===== config.mk =====
export PLATFORM = sky130hd
export DESIGN_NAME = keyboard_six_key_report_tracker
export DESIGN_NICKNAME = d
export VERILOG_FILES = /design/src/hdl/kstr_pkg.sv /design/src/hdl/kstr_table.sv /design/src/hdl/kstr_update.sv /design/src/hdl/keyboard_six_key_report_tracker.sv
export SDC_FILE = /design/constraint.sdc
export NUM_CORES = 1
export LEC_CHECK = 0
export BUFFER_PORTS_ARGS = -buffer_cell sky130_fd_sc_hd__clkbuf_2
export CAP_MARGIN = 20
export CORE_MARGIN = 2
export CORE_UTILIZATION = 50
export DETAILED_ROUTE_END_ITERATION = 16
export PLACE_DENSITY = 0.71
export SLEW_MARGIN = 20
export SYNTH_ARGS = -nofsm -noshare
export SYNTH_HDL_FRONTEND = slang
export SYNTH_SLANG_ARGS = --single-unit

===== constraint.sdc =====
create_clock -name clk -period 3.6 [get_ports clk]
set_input_delay 0.36 -clock clk [delete_from_list [all_inputs] [get_ports clk]]
set_output_delay 0.36 -clock clk [all_outputs]
set_load 0.02 [all_outputs]

===== src/hdl/kstr_pkg.sv =====
// ----------------------------------------------------------------------------
// kstr_pkg
// Shared types and constants of the six-key rollover report tracker: the
// input and report beat layouts, the usage-code lookup bundle and status codes.
// ----------------------------------------------------------------------------
`default_nettype none

package kstr_pkg;

	// Scan codes index a 128-entry translation table.
	localparam int SCAN_W      = 7;
	localparam int TABLE_DEPTH = 1 << SCAN_W;

	// Number of slots tracked by default, and slots carried in a report.
	localparam int KEY_SLOTS_DEF = 6;
	localparam int REPORT_SLOTS  = 6;

	// Upper five bits shared by the modifier usages 0xE0 through 0xE7.
	localparam logic [4:0] MOD_PREFIX = 5'b11100;

	typedef logic [7:0] usage_t;

	typedef enum logic {
		OP_KEY   = 1'b0,
		OP_TABLE = 1'b1
	} op_t;

	typedef enum logic [2:0] {
		ST_OK         = 3'd0,
		ST_IGNORED    = 3'd1,
		ST_NOT_LISTED = 3'd2,
		ST_DUPLICATE  = 3'd3,
		ST_FULL       = 3'd4
	} status_t;

	typedef struct packed {
		logic              operation;
		logic [7:0]        raw_key;
		logic [SCAN_W-1:0] table_index;
		logic [7:0]        table_value;
	} evt_t;

	typedef struct packed {
		logic [7:0] modifier_bits;
		logic [7:0] slot_zero;
		logic [7:0] slot_one;
		logic [7:0] slot_two;
		logic [7:0] slot_three;
		logic [7:0] slot_four;
		logic [7:0] slot_five;
		logic [2:0] status;
	} rpt_t;

	// Translated key event as seen by the update logic.
	typedef struct packed {
		usage_t code;
		logic   is_release;
	} lookup_t;

endpackage

`default_nettype wire


===== src/hdl/kstr_table.sv =====
// ----------------------------------------------------------------------------
// kstr_table
// Scan-code to usage-code translation memory with per-entry valid bits and a
// registered read port that feeds the update stage.
// ----------------------------------------------------------------------------
`default_nettype none

module kstr_table (
	input  wire logic                        clk,
	input  wire logic                        arst_n,
	input  wire logic                        load,
	input  wire logic                        wr_en,
	input  wire logic [kstr_pkg::SCAN_W-1:0] wr_index,
	input  wire kstr_pkg::usage_t            wr_value,
	input  wire logic [7:0]                  raw_key,
	output kstr_pkg::lookup_t                look
);

	kstr_pkg::usage_t                    mem [kstr_pkg::TABLE_DEPTH];
	logic [kstr_pkg::TABLE_DEPTH-1:0]    valid_q;
	kstr_pkg::usage_t                    rd_data_s1;
	logic                                rd_valid_s1;
	logic                                is_release_s1;

	// Storage and read data: no reset, an unwritten entry is masked below.
	always_ff @(posedge clk) begin
		if (wr_en) begin
			mem[wr_index] <= wr_value;
		end
		if (load) begin
			rd_data_s1 <= mem[raw_key[kstr_pkg::SCAN_W-1:0]];
		end
	end

	always_ff @(posedge clk or negedge arst_n) begin
		if (!arst_n) begin
			valid_q       <= '0;
			rd_valid_s1   <= 1'b0;
			is_release_s1 <= 1'b0;
		end else begin
			if (wr_en) begin
				valid_q[wr_index] <= 1'b1;
			end
			if (load) begin
				rd_valid_s1   <= valid_q[raw_key[kstr_pkg::SCAN_W-1:0]];
				is_release_s1 <= raw_key[7];
			end
		end
	end

	assign look.code       = rd_valid_s1 ? rd_data_s1 : 8'h00;
	assign look.is_release = is_release_s1;

endmodule

`default_nettype wire


===== src/hdl/kstr_update.sv =====
// ----------------------------------------------------------------------------
// kstr_update
// Next-state logic of the key list and modifier mask for one translated event,
// with the status code of the event.
// ----------------------------------------------------------------------------
`default_nettype none

module kstr_update #(
	parameter int KEY_SLOTS = kstr_pkg::KEY_SLOTS_DEF
) (
	input  wire logic                                 is_key,
	input  wire kstr_pkg::lookup_t                    look,
	input  wire kstr_pkg::usage_t [KEY_SLOTS-1:0]     slots,
	input  wire logic [7:0]                           mask,
	output kstr_pkg::usage_t [KEY_SLOTS-1:0]          slots_next,
	output logic [7:0]                                mask_next,
	output kstr_pkg::status_t                         status
);

	logic [KEY_SLOTS-1:0]                hit;
	logic [KEY_SLOTS-1:0]                after_hit;
	logic [KEY_SLOTS-1:0]                first_empty;
	kstr_pkg::usage_t [KEY_SLOTS-1:0]    shifted;
	logic                                seen_hit;
	logic                                seen_empty;
	logic                                is_mod;

	always_comb begin
		slots_next = slots;
		mask_next  = mask;
		status     = kstr_pkg::ST_OK;

		// Everything from the first match on moves down one slot on a release.
		seen_hit   = 1'b0;
		seen_empty = 1'b0;
		for (int k = 0; k < KEY_SLOTS; k++) begin
			hit[k]         = (slots[k] == look.code);
			seen_hit       = seen_hit | hit[k];
			after_hit[k]   = seen_hit;
			first_empty[k] = (slots[k] == 8'h00) && !seen_empty;
			seen_empty     = seen_empty | (slots[k] == 8'h00);
		end

		shifted = '0;
		for (int k = 0; k < KEY_SLOTS - 1; k++) begin
			shifted[k] = slots[k+1];
		end

		is_mod = (look.code[7:3] == kstr_pkg::MOD_PREFIX);

		if (is_key) begin
			if (look.code == 8'h00) begin
				status = kstr_pkg::ST_IGNORED;
			end else if (is_mod) begin
				mask_next[look.code[2:0]] = !look.is_release;
			end else if (look.is_release) begin
				if (!seen_hit) begin
					status = kstr_pkg::ST_NOT_LISTED;
				end else begin
					for (int k = 0; k < KEY_SLOTS; k++) begin
						if (after_hit[k]) begin
							slots_next[k] = shifted[k];
						end
					end
				end
			end else if (seen_hit) begin
				status = kstr_pkg::ST_DUPLICATE;
			end else if (!seen_empty) begin
				status = kstr_pkg::ST_FULL;
			end else begin
				for (int k = 0; k < KEY_SLOTS; k++) begin
					if (first_empty[k]) begin
						slots_next[k] = look.code;
					end
				end
			end
		end
	end

endmodule

`default_nettype wire


===== src/hdl/keyboard_six_key_report_tracker.sv =====
// ----------------------------------------------------------------------------
// keyboard_six_key_report_tracker
// Keeps a boot-keyboard style report (modifier mask plus pressed-key list)
// from raw scan events translated through a loadable usage-code table.
// ----------------------------------------------------------------------------
//
// Channel   Direction  Handshake               Beat
// evt       in         evt_valid / evt_ready   kstr_pkg::evt_t (event or table write)
// rpt       out        rpt_valid / rpt_ready   kstr_pkg::rpt_t (report after the item)
//
// For every beat from acceptance to a report, the translation memory read is
// registered in the first stage, and the list and mask update is resolved in
// the second, landing in the report register.
// One beat is accepted per cycle; the stage register and the report register
// decouple the two sides, so evt_ready drops only while both are full and the
// report is stalled.
// Reset clears the key list, the modifier mask and the table's valid bits at
// once; there is no clearing pass.
//
`default_nettype none

module keyboard_six_key_report_tracker #(
	parameter int KEY_SLOTS = kstr_pkg::KEY_SLOTS_DEF
) (
	input  wire logic           clk,
	input  wire logic           arst_n,
	input  wire logic           evt_valid,
	output logic                evt_ready,
	input  wire kstr_pkg::evt_t evt,
	output logic                rpt_valid,
	input  wire logic           rpt_ready,
	output kstr_pkg::rpt_t      rpt
);

	// Handshake and stage control.
	logic                                evt_fire;
	logic                                s1_valid_q;
	logic                                s1_adv;
	kstr_pkg::op_t                       op_s1;

	// Tracked report state.
	kstr_pkg::usage_t [KEY_SLOTS-1:0]    slots_q;
	logic [7:0]                          mask_q;

	// Update results.
	kstr_pkg::lookup_t                   look;
	kstr_pkg::usage_t [KEY_SLOTS-1:0]    slots_next;
	logic [7:0]                          mask_next;
	kstr_pkg::status_t                   status;
	kstr_pkg::usage_t [kstr_pkg::REPORT_SLOTS-1:0] rpt_slots;
	logic                                gap;

	// The stage moves on when the report register is free or being emptied.
	assign s1_adv    = s1_valid_q && (!rpt_valid || rpt_ready);
	assign evt_ready = !s1_valid_q || s1_adv;
	assign evt_fire  = evt_valid && evt_ready;

	// Table writes go into the memory as they are accepted, so an event
	// accepted in the following cycle already reads the new entry.
	kstr_table u_table (
		.clk      (clk),
		.arst_n   (arst_n),
		.load     (evt_fire),
		.wr_en    (evt_fire && (evt.operation == kstr_pkg::OP_TABLE)),
		.wr_index (evt.table_index),
		.wr_value (evt.table_value),
		.raw_key  (evt.raw_key),
		.look     (look)
	);

	kstr_update #(
		.KEY_SLOTS (KEY_SLOTS)
	) u_update (
		.is_key     (op_s1 == kstr_pkg::OP_KEY),
		.look       (look),
		.slots      (slots_q),
		.mask       (mask_q),
		.slots_next (slots_next),
		.mask_next  (mask_next),
		.status     (status)
	);

	// Slots past the tracked count read as empty; tracked slots beyond the
	// sixth are kept but never reported.
	for (genvar r = 0; r < kstr_pkg::REPORT_SLOTS; r++) begin : g_rpt
		if (r < KEY_SLOTS) begin : g_live
			assign rpt_slots[r] = slots_next[r];
		end else begin : g_none
			assign rpt_slots[r] = 8'h00;
		end
	end

	always_ff @(posedge clk or negedge arst_n) begin
		if (!arst_n) begin
			s1_valid_q <= 1'b0;
			op_s1      <= kstr_pkg::OP_KEY;
			slots_q    <= '0;
			mask_q     <= '0;
			rpt_valid  <= 1'b0;
		end else begin
			if (evt_ready) begin
				s1_valid_q <= evt_valid;
			end
			if (evt_fire) begin
				op_s1 <= kstr_pkg::op_t'(evt.operation);
			end
			if (s1_adv) begin
				slots_q   <= slots_next;
				mask_q    <= mask_next;
				rpt_valid <= 1'b1;
			end else if (rpt_ready) begin
				rpt_valid <= 1'b0;
			end
		end
	end

	// Report payload register.
	always_ff @(posedge clk) begin
		if (s1_adv) begin
			rpt.modifier_bits <= mask_next;
			rpt.slot_zero     <= rpt_slots[0];
			rpt.slot_one      <= rpt_slots[1];
			rpt.slot_two      <= rpt_slots[2];
			rpt.slot_three    <= rpt_slots[3];
			rpt.slot_four     <= rpt_slots[4];
			rpt.slot_five     <= rpt_slots[5];
			rpt.status        <= status;
		end
	end

	// The pressed list stays packed: an empty slot is never followed by a
	// used one, since presses fill the first hole and releases compact.
	always_comb begin
		gap = 1'b0;
		for (int k = 0; k < KEY_SLOTS - 1; k++) begin
			gap = gap | ((slots_q[k] == 8'h00) && (slots_q[k+1] != 8'h00));
		end
	end

	a_no_gap: assert property (@(posedge clk) disable iff (!arst_n) !gap)
		else $error("pressed list has a hole");

	a_ready_low_means_busy: assert property (@(posedge clk) disable iff (!arst_n)
		!evt_ready |-> (s1_valid_q && rpt_valid && !rpt_ready))
		else $error("input stalled without a full pipeline");

	a_stage_drains: assert property (@(posedge clk) disable iff (!arst_n)
		(s1_valid_q && !rpt_valid) |=> rpt_valid)
		else $error("stage did not move into a free report register");

	a_mask_only_on_adv: assert property (@(posedge clk) disable iff (!arst_n)
		!s1_adv |=> $stable(mask_q))
		else $error("modifier mask changed without an item");

endmodule

`default_nettype wire

==> impl_metrics.csv, run 1 <==
group,metric,value,unit
run_status,status,"finished, final reports clean",
yosys,synthAdderAreaFrac,0.0002421,
job,maxCapViolCount,0,
grt,grtUsageMet2,0.3831,
cts,cts_tree,"done",
yosys,synth_cell_types,64,
yosys,ys_async_sr_fraction,0.1477,
setup_path,crit_arrival,4.07,ns
yosys,muxShareOfSynthArea,0.1788,
yosys,synth_top_family_by_area,"multiplexers",
finish,syn_to_final_growth,15.60,%
yosys,syn_nets,2685,
yosys,synth_flop_cell,"edfxtp_1",
routing,avgViaCountPerCell,6.184,
routing,drt-wirelength-per-cell,28.57,µm
yosys,netlist_top_cells_count,"edfxtp_1, mux4_2, dfrtp_1, nor2_1, or2_2",
yosys,synth_simple_gate_area_frac,0.04969,
setup_path,crit_type,"flop to flop",
placed_design,dp_hpwl,81360,µm
timing,rsz0062_at_grt,"false",
routing,ant_nets,0,
timing,setup_viol_count_final,0,
hold_path,hold_class,"primary input to flop",
yosys,yosys_register_bits,1280,
timing,final.setup.tns,0,ns
cts,numCtsBuffers,132,
placed_design,numPortBuffers,88,
routing,drt_iter0_markers,3360,
pwr,power.density,568.4,mW/mm²
yosys,synth_compound_area_frac,0.02620,
finish,register_area,0.03749,mm²
die,dieArea,0.1059,mm²
yosys,synth_largest_area_cell,"edfxtp_1",
grt,met1_usage,0.3431,
die,initial_core_util,0.5057,
finish,nNetsFinal,2984,
setup_path,critPathRequiredTime,4.24,ns
yosys,synth_top_area_share,0.6340,
die,dieWidth,325.5,µm
yosys,ys_warn_count,0,
setup_path,cp_max_fo,18,
timing,max_slew_margin,0.2682,
die,die_h,325.5,µm
timing,post-route-min-period,3.425,ns
grt,grt_first_pass_wirelength,188800,µm
yosys,yosysSeqAreaShare,0.7255,
yosys,synthTopCellsByArea,"edfxtp_1, mux4_2, dfrtp_1, or2_2, nor2_1",
pwr,p_leak,20.70,nW
finish,fin_util,0.5846,
routing,num_vias,27414,
cts,clk_pin_slew,0.06,ns
cts,cts.sinks,1280,
grt,antenna_found_initial,9,
timing,max_freq,292.0,MHz
die,rows,117,
yosys,synth_xor_area_frac,0.004068,
routing,wl,126600,µm
timing,hold_violations,0,
timing,period_share,0.9514,
finish,multi_input_area,0.01339,mm²
cts,insertion_delay,0.75,ns
cts,htreeDepth,4,
timing,finClkSkew,0.02331,ns
die,ios,89,
setup_path,setup.worst_path.end_class,"flop",
cts,max-clock-path-buffers,3,
grt,grt_util_met3,0.04793,
yosys,syn_avg_cell_area,19.46,µm²
timing,worstMarginPinSlew,1.098,ns
cts,clock-root-buffer,"clkbuf_16",
yosys,synthCells,2656,
finish,diodes,0,
finish,nFillCells,7405,
pwr,max-vdd-ir-drop,0.0004898,V
yosys,syn_area,0.05167,mm²
grt,busiest_layer,"met2",
grt,grt_pass1_vias,27851,
yosys,synthMostInstantiatedCell,"edfxtp_1",
routing,drcViolationCount,0,
grt,grt_max_degree,107,
grt,grt_usage,0.2419,
placed_design,gp_congestion,0.9218,
routing,first_pass_iters,5,
yosys,synth_edf_count,1091,
finish,layout-drive-gt1-share,0.3452,
grt,overflow,0,
setup_path,cp-start-kind,"flop",
die,core-area,0.1022,mm²
timing,drv_slew,0,
==> flip-flops by register name, indices dropped and copies added (netlist names) <==
| name | cells |
|---|---|
| mask_q | 8 |
| op_s1 | 1 |
| rpt | 59 |
| rpt_valid | 1 |
| s1_valid_q | 1 |
| slots_q | 48 |
| u_table.is_release_s1 | 1 |
| u_table.mem | 1024 |
| u_table.rd_data_s1 | 8 |
| u_table.rd_valid_s1 | 1 |
| u_table.valid_q | 128 |
==> layout make-up <==
type / count / area share
Clock buffer: 171 / 0.06014
Clock inverter: 73 / 0.01462
Inverter: 16 / 0.001005
Multi-Input combinational cell: 1193 / 0.2241
Sequential cell: 1280 / 0.6276
Tap cell: 1368 / 0.02865
Timing Repair Buffer: 332 / 0.04388
==> cell families (layout without fill, tap and decap cells) <==
group	after synthesis	after routing
xor gates and xnor gates	24	24
adders and majority gates	1	1
buffers and inverters	183	592
AOI/OAI and AO/OA	210	210
muxes	450	450
and+or+nand+nor	508	508
DFF	1280	1280
==> per-stage QoR <==
step	power, W	setup WS, ns	std cells	area (µm²)	hold slack (ns)
after floorplan	0.01899	0.3001	2656	51670	0.06441
after global placement	0.02026	0.2859	4183	55210	0.3689
after detailed placement	0.02033	0.2826	4183	55210	0.3743
after CTS	0.03414	0.3056	4433	59730	0.1404
after global routing	0.03497	0.06350	4433	59730	0.1763
final	0.03395	0.1748	4433	59730	0.1599
==> repair_timing <==
item                       4_1_cts  5_1_grt
resized for setup                0        0
setup endpoints to repair        0        0
setup buffers                    0        0
hold buffers                     6        0
hold endpoints to repair        66        0
==> report_power, final <==
group	internal, W	leakage (nW)	switching, W
combinational	0.00127	6.07	0.00188
clock	0.00815	2.19	0.00573
sequential	0.0165	12.4	0.000445
total	0.0259	20.7	0.00805
==> critical path, stage by stage, from the launching register on <==
cell	delay, ns
edfxtp_1	0.94
nor4_1	0.09
a31oi_1	0.30
buf_4	0.19
nand2_1	0.17
nor4_1	0.50
and4_1	0.62
nand2_1	0.24
o221ai_1	0.25
==> final timing paths <==
path                                                        end  cells past startpoint  slack (ns)                             from
worst max register to register          slots_q[29]$_DFFE_PN0P_                      8        0.17  u_table.rd_data_s1[0]$_DFFE_PP_
worst min register to register  u_table.valid_q[71]$_DFFE_PN0P_                      1        0.46  u_table.valid_q[71]$_DFFE_PN0P_
worst min-delay path              u_table.mem[118][0]$_DFFE_PP_                      1        0.16                           evt[0]
worst max-delay path                    slots_q[29]$_DFFE_PN0P_                      8        0.17  u_table.rd_data_s1[0]$_DFFE_PP_
max in group asynchronous               slots_q[29]$_DFFE_PN0P_                      3        2.36                           arst_n
min in group asynchronous       u_table.valid_q[51]$_DFFE_PN0P_                      2        0.20                           arst_n
==> metal layers <==
metal  part of all wire  up-vias
li1                   -    11376
met1               0.41    14511
met2               0.48     1274
met3              0.080      241
met4              0.029       12
met5            0.00062        -
==> layout by cell type, fill, tap and decap left out, types with 5 or more instances in the layout <==
cell type,instances
a21oi_1,13
a22oi_1,9
a31oi_1,6
a32oi_1,18
a41oi_1,8
and2_1,6
buf_12,22
buf_4,225
bufinv_16,14
clkbuf_1,27
clkbuf_16,134
clkbuf_2,75
clkbuf_8,10
clkinv_1,16
clkinv_2,25
dfrtp_1,189
dlygate4sd3_1,6
edfxtp_1,1091
inv_1,14
inv_6,6
mux2_2,16
mux2i_1,57
mux4_2,377
nand2_1,89
nand2b_1,5
nand3_1,26
nand4_1,11
nor2_1,180
nor2b_1,7
nor4_1,10
nor4bb_1,16
o21ai_0,91
o21ai_1,21
o221ai_1,9
o31ai_1,8
or2_2,128
xnor2_1,22
Power figures use the tool's default switching activity.
==> run 2, diff against run 1 <==
--- a/config.mk
+++ b/config.mk
@@ -5,7 +5,7 @@
 export SDC_FILE = /design/constraint.sdc
 export NUM_CORES = 1
 export LEC_CHECK = 0
-export BUFFER_PORTS_ARGS = -buffer_cell sky130_fd_sc_hd__clkbuf_2
+export BUFFER_PORTS_ARGS = -buffer_cell sky130_fd_sc_hd__buf_2
 export CAP_MARGIN = 20
 export CORE_MARGIN = 2
 export CORE_UTILIZATION = 50
==> impl_metrics.csv, run 2 (synthesis results as in run 1) <==
group,metric,value,unit
run_status,status,"finished, final reports clean",
cts,cts_tree,"done",
setup_path,crit_arrival,3.92,ns
cts,numCtsBuffers,132,
setup_path,cpPeakStageDelay,0.70,ns
timing,rsz0062_at_grt,"false",
timing,post-route-min-period,3.431,ns
finish,nFillCells,7361,
cts,htreeDepth,4,
grt,overflow,0,
routing,wl,128100,µm
setup_path,crit_buf_inv,1,
finish,largest-register,"u_table.mem",
finish,largest_reg_flops,1024,
finish,syn_to_final_growth,15.94,%
timing,max_slew_margin,0.2756,
finish,finalNonFillerCells,4454,
timing,worst_slack,0.1693,ns
setup_path,cp_common_cell,"a32oi_1",
finish,layout_commonest_cell,"edfxtp_1",
job,maxCapViolCount,0,
timing,max_freq,291.5,MHz
grt,grt_pass1_vias,28023,
routing,num_vias,27835,
placed_design,numPortBuffers,88,
grt,grt_max_degree,91,
grt,antenna_found_initial,7,
timing,drv_slew,0,
cts,clk_pin_slew,0.06,ns
setup_path,critPathTopFamily,"compound AO/OA/AOI/OAI gates",
timing,hold_violations,0,
cts,cts.sinks,1280,
placed_design,gp_congestion,0.9533,
placed_design,dp_hpwl,82020,µm
setup_path,setup.worst_path.end_class,"flop",
timing,setup_viol_count_final,0,
routing,drt_iter0_markers,3407,
die,initial_core_util,0.5057,
setup_path,cp_max_fo,22,
die,dieArea,0.1059,mm²
die,die_h,325.5,µm
routing,first_pass_iters,8,
timing,worstMarginPinSlew,1.087,ns
timing,finClkSkew,0.03200,ns
finish,top_regs,"u_table.mem x1024, u_table.valid_q x128, rpt x59",
cts,insertion_delay,0.76,ns
setup_path,slowest_stage,"dfrtp_1",
setup_path,crit_type,"flop to flop",
cts,clock-root-buffer,"clkbuf_16",
placed_design,dp_cells,4196,
hold_path,hold_class,"primary input to flop",
finish,nNetsFinal,3006,
routing,drt-wirelength-per-cell,28.76,µm
die,core-area,0.1022,mm²
pwr,p_leak,20.79,nW
setup_path,critPathRequiredTime,4.09,ns
finish,layout-drive-gt1-share,0.3491,
routing,avgViaCountPerCell,6.249,
pwr,power.density,567.6,mW/mm²
cts,max-clock-path-buffers,3,
routing,ant_nets,0,
grt,grt_first_pass_wirelength,190800,µm
die,dieWidth,325.5,µm
timing,final.setup.tns,0,ns
die,rows,117,
grt,grt_usage,0.2451,
placed_design,post-place-ws,0.04546,ns
timing,period_share,0.9530,
setup_path,path_cells,"and2_0 -> a32oi_1 -> a32oi_1 -> a32oi_1 -> buf_4 -> a21oi_1 -> nor2b_1 -> a221o_1",
finish,final_cell_mix,"edfxtp_1, mux4_2, buf_4, dfrtp_1, nor2_1",
routing,drcViolationCount,0,
setup_path,cp-start-kind,"flop",
die,ios,89,
pwr,max-vdd-ir-drop,0.0004810,V
run 2: cell types whose count changed in the layout (fill, tap and decap cells not counted), moves of 3 or more:
cell        change
buf_4          +20
buf_12          +3
clkbuf_2       -75
buf_2          +75
clkinvlp_4      +3
clkinv_2        -8
run 2: metrics by stage:
step / hold WS (ns) / area [µm²] / util / total power [W]
after floorplan: 0.06441 / 51670 / - / 0.01899
after global placement: 0.4444 / 55330 / 0.5415 / 0.02027
after detailed placement: 0.4465 / 55330 / 0.5415 / 0.02034
after CTS: 0.1515 / 59820 / 0.5854 / 0.03415
after global routing: 0.1818 / 59910 / 0.5863 / 0.03503
final: 0.1819 / 59910 / 0.5863 / 0.03401
run 2: routing by layer:
metal	vias to the layer above	GRT usage	wire [µm]
met3	277	0.05073	11200
met1	14705	0.3501	51750
met5	-	0	37
met2	1425	0.3829	61210
met4	6	0.07864	3907
li1	11422	-	-
run 2: final cells by class:
class | count | area [µm²] | share of cell area
antenna | 1 | 2.502 | 0.00004177
clock buffer | 172 | 3596 | 0.06002
clock inverter | 70 | 837.1 | 0.01397
inverter | 16 | 60.06 | 0.001002
multi-input combinational | 1193 | 13390 | 0.2235
sequential | 1280 | 37490 | 0.6258
tap | 1368 | 1712 | 0.02857
timing repair buffer | 354 | 2820 | 0.04707
run 2: path summary, 6_finish.rpt:
check	endpoint	depth (start not counted)	slack (ns)	from
max	rpt[26]$_DFFE_PP_	8	0.17	u_table.rd_valid_s1$_DFFE_PN0P_
min	u_table.mem[87][1]$_DFFE_PP_	1	0.18	evt[1]
max reg2reg	rpt[26]$_DFFE_PP_	8	0.17	u_table.rd_valid_s1$_DFFE_PN0P_
min reg2reg	u_table.valid_q[78]$_DFFE_PN0P_	1	0.46	u_table.valid_q[78]$_DFFE_PN0P_
max in group asynchronous	u_table.valid_q[122]$_DFFE_PN0P_	3	2.31	arst_n
min in group asynchronous	u_table.valid_q[34]$_DFFE_PN0P_	2	0.27	arst_n
run 2: repair_timing:
item,4_1_cts,5_1_grt
hold buffers,6,0
endpoints found under the hold margin,91,0
endpoints found under the setup margin,0,15
gates resized for setup,0,2
setup buffers,0,9
run 2: power by group:
part	switching [W]	total [W]	internal [W]
Combinational	0.00192	0.00321	0.00129
Clock	0.00579	0.0139	0.00808
Sequential	0.000440	0.0169	0.0165
Total	0.00815	0.0340	0.0259
